File: src/rtl/ipid_pkg.sv
// Shared types, widths and constants of the incremental PID controller with stall detection.
package ipid_pkg;

	localparam int DEF_WINDOW_DEPTH = 10;

	localparam int POS_W     = 16;
	localparam int ERR_W     = 17;
	localparam int GAIN_W    = 32;
	localparam int LIMIT_W   = 31;
	localparam int DRIVE_W   = 32;
	localparam int CFG_W     = 32;
	localparam int CFG_IDX_W = 3;
	localparam int MAC_A_W   = 33;

	localparam int S_DATA_W = 40;
	localparam int M_DATA_W = 40;

	localparam int IN_LEAD_LSB   = 16;
	localparam int IN_LSTOP_BIT  = 32;
	localparam int OUT_SAT_BIT   = 32;
	localparam int OUT_STOP_BIT  = 33;

	localparam int FACTOR_SHIFT = 14;
	localparam int DRIVE_SHIFT  = 12;

	localparam logic signed [POS_W-1:0] RST_OFFSET = 16'sd0;
	localparam logic signed [POS_W-1:0] RST_FACTOR = 16'sd16384;
	localparam logic [GAIN_W-1:0]       RST_PROP   = 32'd26214400;
	localparam logic [GAIN_W-1:0]       RST_INTEG  = 32'd26214;
	localparam logic [GAIN_W-1:0]       RST_DERIV  = 32'd0;
	localparam logic [LIMIT_W-1:0]      RST_LIMIT  = 31'd3276800;
	localparam logic [GAIN_W-1:0]       RST_THR    = 32'd16;

	typedef enum logic [CFG_IDX_W-1:0] {
		REG_FOLLOW_MODE    = 3'd0,
		REG_TARGET_OFFSET  = 3'd1,
		REG_FOLLOW_FACTOR  = 3'd2,
		REG_PROP_GAIN      = 3'd3,
		REG_INTEG_GAIN     = 3'd4,
		REG_DERIV_GAIN     = 3'd5,
		REG_DRIVE_LIMIT    = 3'd6,
		REG_STOP_THRESHOLD = 3'd7
	} cfg_reg_t;

	typedef enum logic [2:0] {
		MAC_HOLD  = 3'd0,
		MAC_CLR   = 3'd1,
		MAC_LOAD  = 3'd2,
		MAC_ADD   = 3'd3,
		MAC_SUB   = 3'd4,
		MAC_SCALE = 3'd5
	} mac_op_t;

	typedef struct packed {
		logic             en;
		logic             sat;
		logic [POS_W-1:0] pos;
	} win_push_t;

	typedef struct packed {
		logic             valid;
		logic             last;
		logic             sat;
		logic [POS_W-1:0] pos;
	} win_elem_t;

endpackage

File: src/rtl/incremental_pid_with_stall_detect_core.sv
// Top level of the incremental PID controller with stall detection.
//
// One input transfer on the s_ channel is one control tick; each tick yields
// exactly one result transfer on the m_ channel. The block works on one tick
// at a time and holds s_tready low from acceptance until the result has been
// placed in the output register.
// s_tready rises in the same cycle as m_tvalid. In follower mode with the
// leader not stopped the window walk is skipped. The length of a tick is
// set by the single shared multiplier: the leader product, three gain
// products, one square per window entry, the square of the window sum and
// the scaled threshold go through it one after another.
// The result waits in the output register while m_tready is low; the next
// tick may be accepted and computed meanwhile, and it is held in its last
// step until the earlier result has been taken.
// Configuration writes on cfg_we take effect at once and belong between ticks.
// Reset clears the errors, the drive, the window fill count and the stop
// flag, and loads the register defaults; no clearing pass is needed.
module incremental_pid_with_stall_detect_core import ipid_pkg::*; #(
	parameter int WINDOW_DEPTH = DEF_WINDOW_DEPTH
) (
	input  logic                 clk,
	input  logic                 arst_n,
	input  logic                 s_tvalid,
	output logic                 s_tready,
	// measured_position [15:0], leader_position [31:16], leader_stopped [32]
	input  logic [S_DATA_W-1:0]  s_tdata,
	output logic                 m_tvalid,
	input  logic                 m_tready,
	// drive [31:0], saturated [32], stopped [33]
	output logic [M_DATA_W-1:0]  m_tdata,
	input  logic                 cfg_we,
	input  logic [CFG_IDX_W-1:0] cfg_index,
	input  logic [CFG_W-1:0]     cfg_wdata
);

	localparam int SUM_W = POS_W + $clog2(WINDOW_DEPTH);
	localparam int B_W   = (SUM_W > ERR_W + 2) ? SUM_W : ERR_W + 2;
	localparam int P_W   = MAC_A_W + B_W;
	localparam int ACC_W = P_W + 1;
	localparam int U_W   = ACC_W - DRIVE_SHIFT + 1;
	localparam int TS_W  = POS_W + 3;

	typedef enum logic [13:0] {
		ST_IDLE  = 14'h0001,
		ST_TMUL  = 14'h0002,
		ST_TGT   = 14'h0004,
		ST_PMUL  = 14'h0008,
		ST_IMUL  = 14'h0010,
		ST_DMUL  = 14'h0020,
		ST_DWAIT = 14'h0040,
		ST_UPD   = 14'h0080,
		ST_WALK  = 14'h0100,
		ST_SCL   = 14'h0200,
		ST_SQ    = 14'h0400,
		ST_THR   = 14'h0800,
		ST_CMP   = 14'h1000,
		ST_DONE  = 14'h2000
	} state_t;

	state_t                     state_q;

	logic                       follow_q;
	logic signed [POS_W-1:0]    offset_q;
	logic signed [POS_W-1:0]    factor_q;
	logic [GAIN_W-1:0]          prop_q;
	logic [GAIN_W-1:0]          integ_q;
	logic [GAIN_W-1:0]          deriv_q;
	logic [LIMIT_W-1:0]         limit_q;
	logic [GAIN_W-1:0]          thr_q;

	logic signed [POS_W-1:0]    meas_q;
	logic signed [POS_W-1:0]    lead_q;
	logic                       lstop_q;

	logic signed [ERR_W-1:0]    e0_q;
	logic signed [ERR_W-1:0]    e1_q;
	logic signed [ERR_W-1:0]    e2_q;
	logic signed [DRIVE_W-1:0]  drive_q;
	logic                       sat_q;
	logic                       stop_q;
	logic signed [SUM_W-1:0]    sum_q;
	logic                       allsat_q;

	logic                       m_tvalid_q;
	logic [M_DATA_W-1:0]        m_tdata_q;

	mac_op_t                    mac_op;
	logic signed [MAC_A_W-1:0]  mac_a;
	logic signed [B_W-1:0]      mac_b;
	logic signed [P_W-1:0]      prod_s1;
	logic signed [ACC_W-1:0]    acc_q;
	logic signed [ACC_W-1:0]    prod_w;

	win_push_t                  push;
	logic                       walk;
	win_elem_t                  elem;

	logic signed [ERR_W:0]      d1;
	logic signed [ERR_W+1:0]    d2;
	logic signed [31:0]         tround;
	logic signed [TS_W-1:0]     tsh;
	logic signed [TS_W-1:0]     tsum;
	logic signed [POS_W-1:0]    tgt;
	logic signed [ERR_W-1:0]    e_new;
	logic signed [U_W-1:0]      u;
	logic signed [U_W-1:0]      lim_pos;
	logic signed [U_W-1:0]      lim_neg;
	logic signed [DRIVE_W-1:0]  drive_new;
	logic                       sat_new;

	ipid_mac #(
		.B_W   (B_W),
		.SCALE (WINDOW_DEPTH)
	) u_mac (
		.clk     (clk),
		.arst_n  (arst_n),
		.op      (mac_op),
		.a       (mac_a),
		.b       (mac_b),
		.prod_s1 (prod_s1),
		.acc_q   (acc_q)
	);

	ipid_win #(
		.DEPTH (WINDOW_DEPTH)
	) u_win (
		.clk    (clk),
		.arst_n (arst_n),
		.push   (push),
		.walk   (walk),
		.elem   (elem)
	);

	assign s_tready = (state_q == ST_IDLE);
	assign m_tvalid = m_tvalid_q;
	assign m_tdata  = m_tdata_q;

	assign d1 = (ERR_W+1)'(e0_q) - (ERR_W+1)'(e1_q);
	assign d2 = (ERR_W+2)'(e0_q) - ((ERR_W+2)'(e1_q) <<< 1) + (ERR_W+2)'(e2_q);

	// Round the leader product (follow factor in Q2.14) to a whole position, add the offset and saturate.
	assign tround = $signed(prod_s1[31:0]) + 32'sd8192;
	assign tsh    = TS_W'($signed(tround[31:FACTOR_SHIFT]));
	assign tsum   = TS_W'(offset_q) + (follow_q ? tsh : '0);

	always_comb begin
		if (tsum > TS_W'(32767)) begin
			tgt = 16'sh7FFF;
		end else if (tsum < -TS_W'(32768)) begin
			tgt = 16'sh8000;
		end else begin
			tgt = tsum[POS_W-1:0];
		end
	end

	assign e_new = ERR_W'(tgt) - ERR_W'(meas_q);

	assign u       = U_W'($signed(acc_q[ACC_W-1:DRIVE_SHIFT])) + U_W'(drive_q);
	assign lim_pos = U_W'({1'b0, limit_q});
	assign lim_neg = -lim_pos;

	always_comb begin
		if (u > lim_pos) begin
			drive_new = lim_pos[DRIVE_W-1:0];
			sat_new   = 1'b1;
		end else if (u < lim_neg) begin
			drive_new = lim_neg[DRIVE_W-1:0];
			sat_new   = 1'b1;
		end else begin
			drive_new = u[DRIVE_W-1:0];
			sat_new   = 1'b0;
		end
	end

	assign prod_w = ACC_W'(prod_s1);

	assign push.en  = (state_q == ST_UPD);
	assign push.sat = sat_new;
	assign push.pos = meas_q;
	assign walk     = (state_q == ST_UPD) && (!follow_q || lstop_q);

	always_comb begin
		mac_op = MAC_HOLD;
		mac_a  = '0;
		mac_b  = '0;
		case (state_q)
			ST_TMUL: begin
				mac_a = MAC_A_W'(lead_q);
				mac_b = B_W'(factor_q);
			end
			ST_PMUL: begin
				mac_op = MAC_LOAD;
				mac_a  = MAC_A_W'({1'b0, prop_q});
				mac_b  = B_W'(d1);
			end
			ST_IMUL: begin
				mac_op = MAC_ADD;
				mac_a  = MAC_A_W'({1'b0, integ_q});
				mac_b  = B_W'(e0_q);
			end
			ST_DMUL: begin
				mac_op = MAC_ADD;
				mac_a  = MAC_A_W'({1'b0, deriv_q});
				mac_b  = B_W'(d2);
			end
			ST_UPD: begin
				mac_op = MAC_CLR;
			end
			ST_WALK: begin
				if (elem.valid) begin
					mac_op = MAC_ADD;
					mac_a  = MAC_A_W'($signed(elem.pos));
					mac_b  = B_W'($signed(elem.pos));
				end
			end
			ST_SCL: begin
				mac_op = MAC_SCALE;
			end
			ST_SQ: begin
				mac_op = MAC_SUB;
				mac_a  = MAC_A_W'(sum_q);
				mac_b  = B_W'(sum_q);
			end
			ST_THR: begin
				mac_a = MAC_A_W'({1'b0, thr_q});
				mac_b = B_W'(WINDOW_DEPTH);
			end
			default: begin
				mac_op = MAC_HOLD;
			end
		endcase
	end

	always_ff @(posedge clk or negedge arst_n) begin
		if (!arst_n) begin
			follow_q <= 1'b0;
			offset_q <= RST_OFFSET;
			factor_q <= RST_FACTOR;
			prop_q   <= RST_PROP;
			integ_q  <= RST_INTEG;
			deriv_q  <= RST_DERIV;
			limit_q  <= RST_LIMIT;
			thr_q    <= RST_THR;
		end else if (cfg_we) begin
			case (cfg_index)
				REG_FOLLOW_MODE:    follow_q <= cfg_wdata[0];
				REG_TARGET_OFFSET:  offset_q <= $signed(cfg_wdata[POS_W-1:0]);
				REG_FOLLOW_FACTOR:  factor_q <= $signed(cfg_wdata[POS_W-1:0]);
				REG_PROP_GAIN:      prop_q   <= cfg_wdata;
				REG_INTEG_GAIN:     integ_q  <= cfg_wdata;
				REG_DERIV_GAIN:     deriv_q  <= cfg_wdata;
				REG_DRIVE_LIMIT:    limit_q  <= cfg_wdata[LIMIT_W-1:0];
				REG_STOP_THRESHOLD: thr_q    <= cfg_wdata;
				default: ;
			endcase
		end
	end

	always_ff @(posedge clk) begin
		if (s_tvalid && s_tready) begin
			meas_q  <= $signed(s_tdata[POS_W-1:0]);
			lead_q  <= $signed(s_tdata[IN_LEAD_LSB+POS_W-1:IN_LEAD_LSB]);
			lstop_q <= s_tdata[IN_LSTOP_BIT];
		end
		if ((state_q == ST_DONE) && (!m_tvalid_q || m_tready)) begin
			m_tdata_q <= M_DATA_W'({stop_q, sat_q, drive_q});
		end
	end

	always_ff @(posedge clk or negedge arst_n) begin
		if (!arst_n) begin
			state_q    <= ST_IDLE;
			e0_q       <= '0;
			e1_q       <= '0;
			e2_q       <= '0;
			drive_q    <= '0;
			sat_q      <= 1'b0;
			stop_q     <= 1'b0;
			sum_q      <= '0;
			allsat_q   <= 1'b0;
			m_tvalid_q <= 1'b0;
		end else begin
			if ((state_q == ST_DONE) && (!m_tvalid_q || m_tready)) begin
				m_tvalid_q <= 1'b1;
			end else if (m_tready) begin
				m_tvalid_q <= 1'b0;
			end
			case (state_q)
				ST_IDLE: begin
					if (s_tvalid) begin
						state_q <= ST_TMUL;
					end
				end
				ST_TMUL: begin
					state_q <= ST_TGT;
				end
				ST_TGT: begin
					e2_q    <= e1_q;
					e1_q    <= e0_q;
					e0_q    <= e_new;
					state_q <= ST_PMUL;
				end
				ST_PMUL: begin
					state_q <= ST_IMUL;
				end
				ST_IMUL: begin
					state_q <= ST_DMUL;
				end
				ST_DMUL: begin
					state_q <= ST_DWAIT;
				end
				ST_DWAIT: begin
					state_q <= ST_UPD;
				end
				ST_UPD: begin
					drive_q  <= drive_new;
					sat_q    <= sat_new;
					sum_q    <= '0;
					allsat_q <= 1'b1;
					state_q  <= walk ? ST_WALK : ST_DONE;
				end
				ST_WALK: begin
					if (elem.valid) begin
						sum_q    <= sum_q + SUM_W'($signed(elem.pos));
						allsat_q <= allsat_q & elem.sat;
						if (elem.last) begin
							state_q <= ST_SCL;
						end
					end
				end
				ST_SCL: begin
					state_q <= ST_SQ;
				end
				ST_SQ: begin
					state_q <= ST_THR;
				end
				ST_THR: begin
					state_q <= ST_CMP;
				end
				ST_CMP: begin
					if (allsat_q && (acc_q < prod_w)) begin
						stop_q <= 1'b1;
					end
					state_q <= ST_DONE;
				end
				ST_DONE: begin
					if (!m_tvalid_q || m_tready) begin
						state_q <= ST_IDLE;
					end
				end
				default: begin
					state_q <= ST_IDLE;
				end
			endcase
		end
	end

endmodule

File: src/rtl/ipid_mac.sv
// Shared signed multiplier with a registered product and an accumulator.
module ipid_mac import ipid_pkg::*; #(
	parameter int B_W   = 19,
	parameter int SCALE = DEF_WINDOW_DEPTH
) (
	input  logic                             clk,
	input  logic                             arst_n,
	input  mac_op_t                          op,
	input  logic signed [MAC_A_W-1:0]        a,
	input  logic signed [B_W-1:0]            b,
	output logic signed [MAC_A_W+B_W-1:0]    prod_s1,
	output logic signed [MAC_A_W+B_W:0]      acc_q
);

	localparam int P_W   = MAC_A_W + B_W;
	localparam int ACC_W = P_W + 1;

	mac_op_t                  op_s1;
	logic signed [ACC_W-1:0]  prod_ext;
	logic signed [ACC_W-1:0]  acc_d;

	always_ff @(posedge clk) begin
		prod_s1 <= a * b;
	end

	assign prod_ext = ACC_W'(prod_s1);

	always_comb begin
		case (op_s1)
			MAC_HOLD:  acc_d = acc_q;
			MAC_CLR:   acc_d = '0;
			MAC_LOAD:  acc_d = prod_ext;
			MAC_ADD:   acc_d = acc_q + prod_ext;
			MAC_SUB:   acc_d = acc_q - prod_ext;
			MAC_SCALE: acc_d = acc_q * ACC_W'(SCALE);
			default:   acc_d = acc_q;
		endcase
	end

	always_ff @(posedge clk or negedge arst_n) begin
		if (!arst_n) begin
			op_s1 <= MAC_HOLD;
			acc_q <= '0;
		end else begin
			op_s1 <= op;
			acc_q <= acc_d;
		end
	end

endmodule

File: src/rtl/ipid_win.sv
// Circular window of positions and saturation flags, with a sequential read walk.
module ipid_win import ipid_pkg::*; #(
	parameter int DEPTH = DEF_WINDOW_DEPTH
) (
	input  logic      clk,
	input  logic      arst_n,
	input  win_push_t push,
	input  logic      walk,
	output win_elem_t elem
);

	localparam int IDX_W  = (DEPTH > 1) ? $clog2(DEPTH) : 1;
	localparam int FILL_W = $clog2(DEPTH + 1);
	localparam logic [IDX_W-1:0]  LAST_IDX = IDX_W'(DEPTH - 1);
	localparam logic [FILL_W-1:0] FULL     = FILL_W'(DEPTH);

	logic [POS_W:0]      mem [DEPTH];
	logic [POS_W:0]      rd_s1;
	logic [IDX_W-1:0]    wr_idx_q;
	logic [IDX_W-1:0]    rd_idx_q;
	logic [FILL_W-1:0]   fill_q;
	logic                busy_q;
	logic                vld_s1;
	logic                last_s1;
	logic                hit_s1;

	// Entries at or above the fill count were never written and read as zero.
	always_ff @(posedge clk) begin
		if (push.en) begin
			mem[wr_idx_q] <= {push.sat, push.pos};
		end
		rd_s1 <= mem[rd_idx_q];
	end

	always_ff @(posedge clk or negedge arst_n) begin
		if (!arst_n) begin
			wr_idx_q <= '0;
			rd_idx_q <= '0;
			fill_q   <= '0;
			busy_q   <= 1'b0;
			vld_s1   <= 1'b0;
			last_s1  <= 1'b0;
			hit_s1   <= 1'b0;
		end else begin
			vld_s1  <= busy_q;
			last_s1 <= busy_q && (rd_idx_q == LAST_IDX);
			hit_s1  <= FILL_W'(rd_idx_q) < fill_q;
			if (push.en) begin
				wr_idx_q <= (wr_idx_q == LAST_IDX) ? '0 : wr_idx_q + 1'b1;
				if (fill_q != FULL) begin
					fill_q <= fill_q + 1'b1;
				end
			end
			if (walk) begin
				rd_idx_q <= '0;
				busy_q   <= 1'b1;
			end else if (busy_q) begin
				if (rd_idx_q == LAST_IDX) begin
					rd_idx_q <= '0;
					busy_q   <= 1'b0;
				end else begin
					rd_idx_q <= rd_idx_q + 1'b1;
				end
			end
		end
	end

	assign elem.valid = vld_s1;
	assign elem.last  = last_s1;
	assign elem.sat   = hit_s1 & rd_s1[POS_W];
	assign elem.pos   = hit_s1 ? rd_s1[POS_W-1:0] : '0;

endmodule

File: config.mk
export PLATFORM = sky130hd
export DESIGN_NAME = incremental_pid_with_stall_detect_core
export DESIGN_NICKNAME = d
export VERILOG_FILES = /design/src/rtl/ipid_pkg.sv /design/src/rtl/incremental_pid_with_stall_detect_core.sv /design/src/rtl/ipid_mac.sv /design/src/rtl/ipid_win.sv
export SDC_FILE = /design/constraint.sdc
export NUM_CORES = 2
export LEC_CHECK = 0
export CELL_PAD_IN_SITES_DETAIL_PLACEMENT = 0
export CELL_PAD_IN_SITES_GLOBAL_PLACEMENT = 1
export CORE_MARGIN = 3
export CORE_UTILIZATION = 40
export DETAILED_ROUTE_END_ITERATION = 8
export DONT_BUFFER_PORTS = 1
export PLACE_DENSITY_LB_ADDON = 0.12
export SYNTH_ARGS = -nofsm -noshare
export SYNTH_HDL_FRONTEND = slang
export SYNTH_SLANG_ARGS = --single-unit
File: constraint.sdc
create_clock -name clk -period 13.1 [get_ports clk]
set_clock_uncertainty 0.15 [all_clocks]
set_input_delay 0 -clock clk [delete_from_list [all_inputs] [get_ports clk]]
set_output_delay 0 -clock clk [all_outputs]
set_load 0.01 [all_outputs]
* Yosys cells after proc, flatten, opt, wreduce, memory -nomap -nowiden
Memory sizes are Yosys's and may differ from the RTL's. A register that Yosys moved wholly into a read port is not among the register bits.
Index checks and enable logic that the tools add are counted.
** Cells by class
- Bitwise gates (word level) :: 2
- Muxes and demuxes :: 36
- Reduce and logical (&&, ||, !) cells :: 27
- Equal/unequal tests :: 33
- Magnitude comparators :: 6
- Multipliers :: 2
- Add/subtract/negate cells :: 14
** Operator list (count)
- $pmux W54 S5 :: 1
- $pmux W33 S7 :: 1
- $pmux W14 S14 :: 1
- $pmux W20 S7 :: 1
- $mux W14 :: 5
- $mux W32 :: 2
- $add A54 B53 Y54 :: 1
- $lt A54 B53 Y1 :: 1
- $mul A54 B4 Y53 const B :: 1
- $sub A54 B53 Y54 :: 1
- $mul A33 B20 Y53 :: 1
- $mux W16 :: 3
- $add A42 B32 Y43 :: 1
- $gt A43 B32 Y1 :: 1
- $lt A43 B43 Y1 :: 1
- $neg A31 Y43 :: 1
- $mux W20 :: 2
- $pmux W20 S2 :: 1
- $mux W33 :: 1
- $add A32 B15 Y32 const B :: 1
- $reduce_and A2 Y1 :: 11
- $add A20 B16 Y20 :: 1
- $add A19 B17 Y19 :: 1
- $add A19 B19 Y19 :: 1
- other kinds (43) :: 78
** Word-level totals
- Output and inout port bits :: 42
- Memories kept :: 1
- Bits in registers :: 506
- Word-level logic and storage cells :: 153
- Input bits :: 80
- Memory bits (writable) :: 170
** Memories
- u_win.mem :: words 10, width 17, rd ports 1, clocked after memory_dff 1, wr ports 1, RTL line ipid_win.sv:17 : logic [POS_W:0] mem [DEPTH];

* Logic depth before layout (Yosys ltp)
- Word-level depth :: 7
- Mapped depth :: 43
- Gate-level depth less buffers :: 42

* Cells and area by module
From an unflattened synthesis, not the netlist that was laid out.
** Second synthesis, totals
- Cell total of the unflattened synthesis :: 7121
- Area, all modules :: 68907.3 µm²
** By module, submodules not included
- ipid_mac :: cells each 3950, seq. area each 2487.4 µm², area each 34478.1 µm², times used 1
- incremental_pid_with_stall_detect_core :: cells each 2712, seq. area each 9865.7 µm², area each 26435.4 µm², times used 1
- ipid_win :: cells each 459, seq. area each 5845.6 µm², area each 7993.9 µm², times used 1

* Least setup slack after synthesis
Ideal clock, no wire load.
- Kind :: register to register
- Start point :: reg e0_q[2]
- End point :: reg u_mac.prod_s1[51]
- Setup time :: 0.072 ns
- Clock period less this slack :: 9.992 ns
- Slack :: 3.108 ns
- Stages on the path, launching flop included :: 42
- Arrival time :: 9.770 ns
- Buffers on the path :: 1
- Required time :: 12.878 ns
- Cell sequence :: dfrtp_1 -> inv_1 -> fa_1 -> inv_1 -> ha_1 -> nor2b_1 -> o21ai_1 -> a21boi_0 -> o21ai_0 -> a21boi_0 -> o2111ai_1 -> o21ai_0 -> a211oi_1 -> nor2_1 -> xor2_1 -> a2111oi_2 -> clkbuf_1 -> nor2_1 -> [... 6 more ...] -> fa_1 -> fa_1 -> inv_1 -> fa_1 -> inv_1 -> ha_1 -> and3_1 -> nor3b_1 -> a211oi_1 -> o21ai_0 -> a21o_1 -> a21oi_1 -> o21ai_0 -> a21o_1 -> o21ai_0 -> o21ai_0 -> a21oi_1 -> xnor2_1
** Between the ends
- Cells in the longest elaborated chain, start to end :: 4
- Elaborated cells between the ends (all ways) :: 5
- Those cells by class :: add/sub: 3; mul: 1; mux: 1
** Ends and longest elaborated chain
- from (decl) :: RTL line incremental_pid_with_stall_detect_core.sv:75 : logic signed [ERR_W-1:0] e0_q;
- from (signal assigned) :: RTL line incremental_pid_with_stall_detect_core.sv:300 : e0_q <= e_new;
- $sub A17 B18 Y19 :: RTL line incremental_pid_with_stall_detect_core.sv:139 : assign d2 = (ERR_W+2)'(e0_q) - ((ERR_W+2)'(e1_q) <<< 1) + (ERR_W+2)'(e2_q);
- $add A19 B17 Y19 :: RTL line incremental_pid_with_stall_detect_core.sv:139
- $pmux W20 S7 * :: RTL line incremental_pid_with_stall_detect_core.sv:186 : case (state_q)
- $mul A33 B20 Y53 * :: RTL line ipid_mac.sv:23 : prod_s1 <= a * b;
- to (signal assigned) :: RTL line ipid_mac.sv:23
- to (decl) :: RTL line ipid_mac.sv:11 : output logic signed [MAC_A_W+B_W-1:0] prod_s1,
Mark *: on every way between the ends. The rest lies on a longest branch, timed or not.
A chain may end at the register's enable or synchronous reset.

* Worst setup path after layout
- Start point :: reg e0_q[2]
- End point :: reg u_mac.prod_s1[45]
The elaborated chain is that of the path after synthesis.

==> qor.csv <==
metric,value,unit
synth_compound_area_frac,0.155,
synth_adder_area_share,0.296,
met1_usage,0.379,
area_growth,10.1,%
synth_edf_count,237,
combPwrFrac,0.554,
cts.clk_slew.worst_paths,60,ps
synthTopCellsByArea,"fa_1, dfrtp_1, edfxtp_1, ha_1, inv_1",
place_area,0.0719,sq mm
p_sw,0.00573,W
holdWs,40.8,ps
synthTopCellsByCount,"inv_1, nand2_1, fa_1, ha_1, nor2_1",
avgRoutedWirePerCell,24.6,microns
grtUsageTotal,0.267,
finalInstanceArea,0.0762,sq mm
nets,8662,
slowest_stage,o21ai_0,
dr.pass1.iters,7,
power_frac_seq,0.248,
cellPowerDensity,161,mW/mm^2
fmax,82.5,MHz
ios,122,
switching_share,0.467,
cts_buffers,84,
crit_required,13570,ps
post-route-util,0.446,
clock_tree.root_cell,clkbuf_16,
place_congestion,0.893,
tns,0,ps
portBuffers,0,
critPathKind,flip-flop to flip-flop,
critPathMaxFanout,27,
setup_viol,0,
grt_pass1_wl,363000,microns
layout_min_cycle_time,12120,ps
internal_power,0.00656,W
cts_sinks,693,
grtUsageMet2,0.435,
grt_use_met3,0.0327,
vias,54500,
die_w,422,microns
p_leak,33.5,nW
p_clk_frac,0.197,
viasPerCell,5.61,
yosysMostFrequentCell,inv_1,
drv_slew,0,
synth-simple-area-share,0.127,
core.rowCount,151,
die_area,0.178,sq mm
clock_latency,730,ps
async_flop_share,0.557,
ir_drop,0.138,mV
synth_top_area_cell,fa_1,
ff2ff_path_depth,42,
ys.flop_type,dfrtp_1,
fin_crit_sh,0.925,
start_util,0.405,
die_h,422,microns
grt-ovfl-total,0,
coreArea,0.171,sq mm
cts_tree,done,
cpPeakStageDelay,750,ps
cp-end-kind,flip-flop,
ys_seq_area_frac,0.263,
drive_gt1_frac,0.0818,
post_synth.cell_area_avg,9.41,sq um
whs_path_depth,2,
status,"complete, no violations",
cts_setup_buffers,0,
clockBufferDepth,3,
crit_top_cell,fa_1,
syn_area,0.0692,sq mm
cp.arrival,12590,ps
yosysWarningCount,0,
drc,0,
rsz0062_at_grt,no,
synth_xor_area_frac,0.0313,
cp-start-kind,flip-flop,
synth_top_area_frac,0.197,
drv_cap,0,
hold_class,primary input to flip-flop,
slew_headroom,0.158,
antenna_found_initial,22,
synth_mux_area_frac,0.0506,
finalWirelength,239000,microns
drt_iter0_markers,3964,
synth_top_family_by_area,adder cells,
yosysUniqueCellTypes,94,
syn_inst,7350,
ys_seq_elements,693,
top_usage_layer,met2,
grt_pass1_vias,55900,
hold_viol,0,
max_slew.worst_pin.slew,1260,ps
hpwl,182000,microns
grt_start_max_net_pins,387,
htree_num_levels,3,
ant_nets,0,
p_total,0.0123,W
==> worst max-delay path, delay by kind of cell, from the launching register on <==
family | cells | cell delay, ps
buffers and inverters | 8 | 880
XOR/XNOR | 2 | 250
AND/OR/NAND/NOR | 8 | 1100
flip-flops | 1 | 390
AO/OA/AOI/OAI | 14 | 4540
adder cells (fa/ha/maj) | 10 | 4610
==> path summary, 6_finish.rpt <==
kind	endpoint	slack, ps	start
setup / recovery	u_mac.prod_s1[45]$_DFF_P_	980	e0_q[2]$_DFFE_PN0P_
hold / removal	limit_q[24]$_DFFE_PN0P_	40	cfg_wdata[24]
setup reg to reg	u_mac.prod_s1[45]$_DFF_P_	980	e0_q[2]$_DFFE_PN0P_
hold reg to reg	m_tdata[32]$_DFFE_PP_	310	sat_q$_DFFE_PN0P_
max in group asynchronous	u_mac.acc_q[46]$_DFFE_PN0P_	10400	arst_n
min in group asynchronous	sum_q[10]$_DFFE_PN0P_	330	arst_n
==> sequential cells by signal, indices dropped and copies added (netlist names), 34 cells and up <==
signal / flops
u_win.mem: 170
u_mac.acc_q: 54
u_mac.prod_s1: 53
m_tdata: 34
==> cells in the final DEF, fill, tap and decap left out, types with 92 or more instances in the layout <==
master | synthesis | layout
inv_1 | 1069 | 1067
nand2_1 | 714 | 713
fa_1 | 679 | 679
ha_1 | 551 | 551
nor2_1 | 484 | 483
a21oi_1 | 373 | 373
dfrtp_1 | 369 | 366
o21ai_0 | 310 | 310
edfxtp_1 | 237 | 237
mux2_2 | 198 | 198
xnor2_1 | 167 | 167
a21o_1 | 138 | 138
dlygate4sd3_1 | 0 | 129
buf_4 | 6 | 123
nand3_1 | 112 | 112
nor3_1 | 97 | 92
==> through the flow <==
step,setup slack (ps),std cells
5_1_grt,203,9717
2_1_floorplan,3110,7355
4_1_cts,1080,9714
3_5_place_dp,1130,9429
6_report,982,9725
3_3_place_gp,1310,9429
==> power by group through the flow <==
stage	registers [W]	clock network, W	logic (W)
6_report	0.00305	0.00243	0.00681
5_1_grt	0.00309	0.00257	0.00755
4_1_cts	0.00305	0.00249	0.00674
3_5_place_dp	0.00309	0	0.00660
3_3_place_gp	0.00308	0	0.00659
2_1_floorplan	0.00281	0	0.00482
==> cells by family after synthesis <==
group	after synthesis
muxes	282
adders and majority gates	1230
xor gates and xnor gates	247
and+or+nand+nor	1902
buffers and inverters	1413
AOI/OAI and AO/OA	1582
DFF	693
other	1
==> routing by layer <==
layer | wire, microns | part of all wire
met1 | 110000 | 0.46
met5 | 13 | 0.000054
met3 | 12100 | 0.050
met4 | 6150 | 0.026
met2 | 111000 | 0.47
==> layout make-up <==
| cell class | instances | area (sq um) |
|---|---|---|
| Fill cell | 16600 | 94500 |
| Multi-Input combinational cell | 5249 | 45900 |
| Sequential cell | 693 | 18200 |
| Inverter | 1069 | 4010 |
| Tap cell | 2295 | 2870 |
| Clock buffer | 118 | 2340 |
| Timing Repair Buffer | 255 | 2300 |
| Clock inverter | 38 | 505 |
| Antenna cell | 8 | 20.0 |
==> repair_timing <==
| action | CTS | global route |
|---|---|---|
| endpoints found under the hold margin | 682 | 124 |
| hold buffers | 129 | 1 |
| gates resized for setup | 0 | 0 |
No activity file was read; power rests on OpenSTA's default activity.
